**config.mk**
```make
export PLATFORM = sky130hd
export DESIGN_NAME = printable_run_extractor_core_flat
export DESIGN_NICKNAME = d
export VERILOG_FILES = /design/src/prx_pkg.sv /design/src/prx_ifs.sv /design/src/printable_run_extractor_core.sv /design/src/prx_run_buf.sv /design/src/prx_ctrl.sv /design/src/flat_wrapper.sv
export SDC_FILE = /design/constraint.sdc
export NUM_CORES = 1
export LEC_CHECK = 0
export BUFFER_PORTS_ARGS = -buffer_cell sky130_fd_sc_hd__buf_2
export CAP_MARGIN = 25
export CORE_UTILIZATION = 45
export CTS_CLUSTER_DIAMETER = 50
export DETAILED_ROUTE_END_ITERATION = 6
export SKIP_LAST_GASP = 1
export SLEW_MARGIN = 10
export SYNTH_ARGS = -nofsm -noshare
export SYNTH_HDL_FRONTEND = slang
export SYNTH_HIERARCHICAL = 1
export SYNTH_SLANG_ARGS = --single-unit
```
**constraint.sdc**
```tcl
create_clock -name i_clk -period 3.6 [get_ports i_clk]
set_clock_uncertainty 0.1 [all_clocks]
set_input_delay 0.72 -clock i_clk [delete_from_list [all_inputs] [get_ports i_clk]]
set_output_delay 0.72 -clock i_clk [all_outputs]
set_load 0.03 [all_outputs]
```
**src/prx_pkg.sv**
```systemverilog
// Shared types, constants and helpers for the printable run extractor.
// No dependencies; the run buffer, the controller and the top level import this package.
package prx_pkg;

    // Default run buffer depth; the top level's MAX_RUN takes it as its default.
    localparam int PRX_MAX_RUN = 64;

    // Width of the buffer address carried in t_buf_req (covers MAX_RUN up to 256).
    localparam int PRX_ADDR_W = 8;

    localparam logic [7:0] PRX_MIN_RESET = 8'd4;
    localparam logic [7:0] CHAR_TAB      = 8'd9;
    localparam logic [7:0] CHAR_SPACE    = 8'd32;
    localparam logic [7:0] CHAR_DEL      = 8'd127;

    typedef enum logic {
        ST_COLLECT,
        ST_EMIT
    } t_state;

    // Request from the controller to the run buffer.
    typedef struct packed {
        logic                  we;
        logic [PRX_ADDR_W-1:0] waddr;
        logic [7:0]            wdata;
        logic                  re;
        logic [PRX_ADDR_W-1:0] raddr;
    } t_buf_req;

    function automatic logic is_printable(input logic [7:0] c);
        return ((c >= CHAR_SPACE) && (c < CHAR_DEL)) || (c == CHAR_TAB);
    endfunction

endpackage

```
**src/prx_ifs.sv**
```systemverilog
// Valid/ready channel interfaces: input byte beats, output character beats
// and the configuration write channel. No dependencies.
interface prx_in_if;
    logic       valid;
    logic       ready;
    logic       kind;
    logic [7:0] data_byte;

    modport source (output valid, kind, data_byte, input ready);
    modport sink   (input valid, kind, data_byte, output ready);
endinterface

interface prx_out_if;
    logic       valid;
    logic       ready;
    logic [7:0] char_out;
    logic       run_last;

    modport source (output valid, char_out, run_last, input ready);
    modport sink   (input valid, char_out, run_last, output ready);
endinterface

interface prx_cfg_if;
    logic       valid;
    logic       ready;
    logic [7:0] data;

    modport source (output valid, data, input ready);
    modport sink   (input valid, data, output ready);
endinterface

```
**src/printable_run_extractor_core.sv**
```systemverilog
// Printable run extractor, top level: run buffer memory plus controller.
// Depends on prx_pkg, prx_ifs, prx_run_buf, prx_ctrl.
//
// Takes one byte beat per cycle on i_in while collecting and collects runs of printable
// bytes (32..126 and tab) into a MAX_RUN-entry run buffer; bytes past a full
// buffer are dropped but the run stays open. A non-printable byte, or a beat
// with kind = 1 (end of input), closes the run. If the stored length is at
// least min_run_length (zero counts as one), the stored characters are sent
// on o_out in order, run_last marking the final one; the closing byte is never
// sent. Timing: while collecting, one input beat is taken every cycle. A
// closing beat that emits a run of N characters holds i_in.ready low until the
// last character has been taken; the pace of emission is set by the run
// buffer's single read port with registered data and the one output register
// (one read in flight at a time). A closing beat that emits nothing leaves
// i_in.ready high. Writes to i_cfg (min_run_length) are always taken and
// belong while the block is idle. The buffer needs no clearing after reset:
// only entries written in the current run are ever read.
module printable_run_extractor_core
    import prx_pkg::*;
#(
    parameter int MAX_RUN = PRX_MAX_RUN
) (
    input  logic       i_clk,
    input  logic       i_rst_n,
    prx_in_if.sink     i_in,
    prx_out_if.source  o_out,
    prx_cfg_if.sink    i_cfg
);

    t_buf_req   buf_req;
    logic [7:0] buf_rdata;

    // controller: collect/emit sequencing, length counter, output register
    prx_ctrl #(
        .MAX_RUN (MAX_RUN)
    ) u_ctrl (
        .i_clk   (i_clk),
        .i_rst_n (i_rst_n),
        .i_in    (i_in),
        .o_out   (o_out),
        .i_cfg   (i_cfg),
        .o_req   (buf_req),
        .i_rdata (buf_rdata)
    );

    // run buffer; writes only while collecting, reads only while emitting,
    // so the two ports never touch the same entry in one cycle
    prx_run_buf #(
        .MAX_RUN (MAX_RUN)
    ) u_buf (
        .i_clk   (i_clk),
        .i_req   (buf_req),
        .o_rdata (buf_rdata)
    );

endmodule

```
**src/prx_run_buf.sv**
```systemverilog
// Run buffer: MAX_RUN x 8 bit synchronous memory, one write and one read port,
// read data registered. Depends on prx_pkg.
module prx_run_buf
    import prx_pkg::*;
#(
    parameter int MAX_RUN = PRX_MAX_RUN
) (
    input  logic       i_clk,
    input  t_buf_req   i_req,
    output logic [7:0] o_rdata
);

    localparam int AW = (MAX_RUN > 1) ? $clog2(MAX_RUN) : 1;

    logic [7:0] mem [MAX_RUN];
    logic [7:0] r_rdata;

    always_ff @(posedge i_clk) begin
        if (i_req.we) begin
            mem[i_req.waddr[AW-1:0]] <= i_req.wdata;
        end
        if (i_req.re) begin
            r_rdata <= mem[i_req.raddr[AW-1:0]];
        end
    end

    assign o_rdata = r_rdata;

endmodule

```
**src/prx_ctrl.sv**
```systemverilog
// Controller: run length counter, minimum length register, collect/emit FSM,
// buffer read sequencing and the output register. Depends on prx_pkg, prx_ifs.
module prx_ctrl
    import prx_pkg::*;
#(
    parameter int MAX_RUN = PRX_MAX_RUN
) (
    input  logic         i_clk,
    input  logic         i_rst_n,
    prx_in_if.sink       i_in,
    prx_out_if.source    o_out,
    prx_cfg_if.sink      i_cfg,
    output t_buf_req     o_req,
    input  logic [7:0]   i_rdata
);

    localparam int LW = $clog2(MAX_RUN + 1);

    t_state          r_state, n_state;
    logic [LW-1:0]   r_len;
    logic [LW-1:0]   r_emit_len;
    logic [LW-1:0]   r_rd_cnt;
    logic [7:0]      r_min;
    logic            r_pend;
    logic            r_pend_last;
    logic            r_out_valid;
    logic [7:0]      r_out_char;
    logic            r_out_last;

    logic            in_ready;
    logic            in_beat;
    logic            out_beat;
    logic            close_run;
    logic            store;
    logic            emit_ok;
    logic            issue;
    logic            issue_last;
    logic [8:0]      need;

    // ---- datapath terms
    assign in_beat  = i_in.valid && in_ready;
    assign out_beat = r_out_valid && o_out.ready;
    assign close_run = in_beat && (i_in.kind || !is_printable(i_in.data_byte));
    assign store     = in_beat && !i_in.kind && is_printable(i_in.data_byte)
                       && (r_len < LW'(MAX_RUN));
    // a minimum of zero acts as one, so an empty run never goes out
    assign need    = (r_min == 8'd0) ? 9'd1 : {1'b0, r_min};
    assign emit_ok = (9'(r_len) >= need);
    assign issue_last = (({1'b0, r_rd_cnt} + (LW+1)'(1)) == {1'b0, r_emit_len});

    // ---- next state
    always_comb begin
        n_state = r_state;
        unique case (r_state)
            ST_COLLECT: begin
                if (close_run && emit_ok) begin
                    n_state = ST_EMIT;
                end
            end
            ST_EMIT: begin
                if (out_beat && r_out_last) begin
                    n_state = ST_COLLECT;
                end
            end
            default: n_state = ST_COLLECT;
        endcase
    end

    // ---- state outputs
    always_comb begin
        in_ready = 1'b0;
        issue    = 1'b0;
        unique case (r_state)
            ST_COLLECT: in_ready = 1'b1;
            ST_EMIT: begin
                // read only when the output register is free by the time data lands
                issue = !r_pend && (r_rd_cnt < r_emit_len) && (!r_out_valid || o_out.ready);
            end
            default: ;
        endcase
    end

    always_comb begin
        o_req.we    = store;
        o_req.waddr = PRX_ADDR_W'(r_len);
        o_req.wdata = i_in.data_byte;
        o_req.re    = issue;
        o_req.raddr = PRX_ADDR_W'(r_rd_cnt);
    end

    always_ff @(posedge i_clk) begin
        if (!i_rst_n) begin
            r_state     <= ST_COLLECT;
            r_len       <= '0;
            r_emit_len  <= '0;
            r_rd_cnt    <= '0;
            r_min       <= PRX_MIN_RESET;
            r_pend      <= 1'b0;
            r_out_valid <= 1'b0;
        end else begin
            r_state <= n_state;
            if (i_cfg.valid) begin
                r_min <= i_cfg.data;
            end
            if (close_run) begin
                r_len      <= '0;
                r_emit_len <= r_len;
                r_rd_cnt   <= '0;
            end else if (store) begin
                r_len <= r_len + LW'(1);
            end
            if (issue) begin
                r_rd_cnt <= r_rd_cnt + LW'(1);
            end
            r_pend <= issue;
            if (r_pend) begin
                r_out_valid <= 1'b1;
            end else if (out_beat) begin
                r_out_valid <= 1'b0;
            end
        end
    end

    // payload, no reset
    always_ff @(posedge i_clk) begin
        if (issue) begin
            r_pend_last <= issue_last;
        end
        if (r_pend) begin
            r_out_char <= i_rdata;
            r_out_last <= r_pend_last;
        end
    end

    assign i_in.ready     = in_ready;
    assign i_cfg.ready    = 1'b1;
    assign o_out.valid    = r_out_valid;
    assign o_out.char_out = r_out_char;
    assign o_out.run_last = r_out_last;

endmodule

```
**src/flat_wrapper.sv**
```systemverilog
// flat-port wrapper written by rule: the top's interface ports become plain ports
module printable_run_extractor_core_flat import prx_pkg::*;
#(
    parameter int MAX_RUN = PRX_MAX_RUN
)
  (i_clk, i_rst_n, i_in_valid, i_in_kind, i_in_data_byte, i_in_ready, o_out_valid, o_out_char_out, o_out_run_last, o_out_ready, i_cfg_valid, i_cfg_data, i_cfg_ready);
  prx_in_if i_in_i ();
  prx_out_if o_out_i ();
  prx_cfg_if i_cfg_i ();
  input  logic i_clk;
  input  logic i_rst_n;
  input wire logic [$bits(i_in_i.valid)-1:0] i_in_valid;
  input wire logic [$bits(i_in_i.kind)-1:0] i_in_kind;
  input wire logic [$bits(i_in_i.data_byte)-1:0] i_in_data_byte;
  output wire logic [$bits(i_in_i.ready)-1:0] i_in_ready;
  output wire logic [$bits(o_out_i.valid)-1:0] o_out_valid;
  output wire logic [$bits(o_out_i.char_out)-1:0] o_out_char_out;
  output wire logic [$bits(o_out_i.run_last)-1:0] o_out_run_last;
  input wire logic [$bits(o_out_i.ready)-1:0] o_out_ready;
  input wire logic [$bits(i_cfg_i.valid)-1:0] i_cfg_valid;
  input wire logic [$bits(i_cfg_i.data)-1:0] i_cfg_data;
  output wire logic [$bits(i_cfg_i.ready)-1:0] i_cfg_ready;
  assign i_in_i.valid = i_in_valid;
  assign i_in_i.kind = i_in_kind;
  assign i_in_i.data_byte = i_in_data_byte;
  assign i_in_ready = i_in_i.ready;
  assign o_out_valid = o_out_i.valid;
  assign o_out_char_out = o_out_i.char_out;
  assign o_out_run_last = o_out_i.run_last;
  assign o_out_i.ready = o_out_ready;
  assign i_cfg_i.valid = i_cfg_valid;
  assign i_cfg_i.data = i_cfg_data;
  assign i_cfg_ready = i_cfg_i.ready;
  printable_run_extractor_core #(.MAX_RUN(MAX_RUN)) u_core (.i_clk(i_clk), .i_rst_n(i_rst_n), .i_in(i_in_i), .o_out(o_out_i), .i_cfg(i_cfg_i));
endmodule
```
==> flow_summary.ini <==
[status]
outcome = completed

[setup_path]
crit_arrival_ps = 3350
critPathLaunch = u_core/u_ctrl/r_rd_cnt[0]
cp.required_ps = 3850
cp-end-kind = register
worstSetupStartpointType = register
criticalPathCategory = register to register
r2r-start = u_core/u_ctrl/r_rd_cnt[0]
worstPathMaxFanout = 34
r2r-end = u_core/u_buf/o_rdata[1]
r2r_slack_ps = 500
ff2ff_path_depth = 7

[finish]
fin_nets = 1345
drive_gt1_share_pct = 28.6
layout_common_cells = edfxtp_1 (530), mux4_2 (126), buf_4 (108)
ff_latch_area_sq_mm = 0.0166
fillers = 3940
diodes = 0
multiInputGateArea_sq_mm = 0.00553
synthToLayoutAreaGrowth_pct = 14.9
final_common_cell = edfxtp_1

[synth]
synth_warnings = 6
synth_nets = 1209
synth_cells = 1171
synth.avg_cell_area_sq_um = 19.3
syn_area_sq_mm = 0.0226

[floorplan]
die_h_um = 226
initial_core_util_pct = 45.9
num_rows = 81
coreArea_sq_mm = 0.0493
die-area_sq_mm = 0.0511
die_w_um = 226
io_pins = 34

[cts]
clk_pin_slew_ps = 60
cts_inserted_buffers = 58
clock_path_buffers = 3
clock_latency_ps = 620
cts_sinks = 562
cts_tree = done
hold_buffers = 0
cts_setup_buffers = 0
cts_resized = 0
h-tree-depth = 2
cts-root-buf = clkbuf_16

[sta]
finalCritPeriodShare_pct = 86.1
setup_violations = 0
hold_viol_final = 0
fmax_mhz = 323
slew_viol_final = 0
tightest_slew_ps = 840
relSlewSlack_pct = 44.0
fin_setup_tns_ps = 0
period_needed_ps = 3100
grt_setup_unrepaired = no

[global_route]
grt_pass1_wl_mm = 75.5
gr-total-overflow = 0
grt_start_max_net_pins = 66
track_usage_pct = 20.6
grt_pass1_vias = 11500
antenna_found_initial = 0

[routing]
vias = 11400
vias_per_cell = 5.67
wl_per_cell_um = 25.4
first_pass_iters = 5
drc = 0
drt-total-wl_mm = 51.4
drtIter0Drc = 1109
ant_nets = 0

[placed_design]
port-buffer-count = 32
dp_hpwl_mm = 31.6
gp_congestion = 0.795

[worst_hold_path]
hold_end = u_core/u_ctrl/r_min[2]
hp-class = input pin to register
hold_depth = 3
hp-start = i_cfg_data[2]

[power_and_ir_drop]
finalPower_mw = 13.3
p_per_area_mw_per_mm2 = 513
vdd_drop_max_v = 0.000370
leakage_nw = 8.22

[flow_run]
maxCapViolations = 0
-- per-stage QoR --
stage	area, sq um	utilization, %	worst slack [ps]	cells	hold slack (ps)
after floorplan	22600	-	557	1171	300
after global placement	24000	48.8	321	1911	303
after detailed placement	24000	48.8	266	1911	305
after CTS	25900	52.7	460	2020	203
after global routing	25900	52.7	399	2020	214
final	25900	52.7	501	2020	234
-- sequential cells by signal (all words and copies together), names as in the netlist --
signal	count
u_core/u_ctrl/r_state	1
u_core/u_ctrl/r_rd_cnt	7
u_core/u_ctrl/r_min	8
u_core/u_buf/o_rdata	8
u_core/u_ctrl/r_emit_len	7
u_core/u_ctrl/r_len	7
u_core/u_ctrl/r_pend	1
u_core/u_buf/mem	512
u_core/u_ctrl/o_out.char_out	8
u_core/u_ctrl/r_pend_last	1
u_core/u_ctrl/o_out.valid	1
u_core/u_ctrl/o_out.run_last	1
-- per-layer routing --
layer / GRT usage, % / routed length, um
met1: 29.5 / 22800
met2: 32.5 / 24400
met3: 3.50 / 3020
met4: 6.30 / 1190
met5: 0 / 0
-- cell type report --
| type | count | share of cell area, % |
|---|---|---|
| clock buffers | 66 | 5.79 |
| repair buffers | 144 | 4.05 |
| clock inverters | 43 | 1.52 |
| multi-input cells | 522 | 21.3 |
| well taps | 664 | 3.20 |
| inverters | 19 | 0.275 |
| flip-flops and latches | 562 | 63.9 |
-- power breakdown --
group	switching, mW	internal, mW	total, mW
Clock	2.50	3.44	5.94
Sequential	0.00691	7.15	7.15
Combinational	0.159	0.0485	0.208
-- critical path, cell delays in order (launching register included) --
cell,delay (ps)
dfxtp_4,530
buf_12,280
buf_12,260
mux4_2,560
mux4_2,460
nor2_1,250
nor3_1,150
o2bb2ai_1,170
-- worst max path at each step --
stage                                          to  cells after the start
after floorplan           u_core/u_buf/mem[62][0]                      7
after global placement    u_core/u_buf/mem[14][3]                      9
after detailed placement  u_core/u_buf/mem[22][3]                      9
after CTS                 u_core/u_buf/o_rdata[1]                      7
after global routing      u_core/u_buf/o_rdata[1]                      7
final                     u_core/u_buf/o_rdata[1]                      7
No activity file was read; power rests on OpenSTA's default activity.
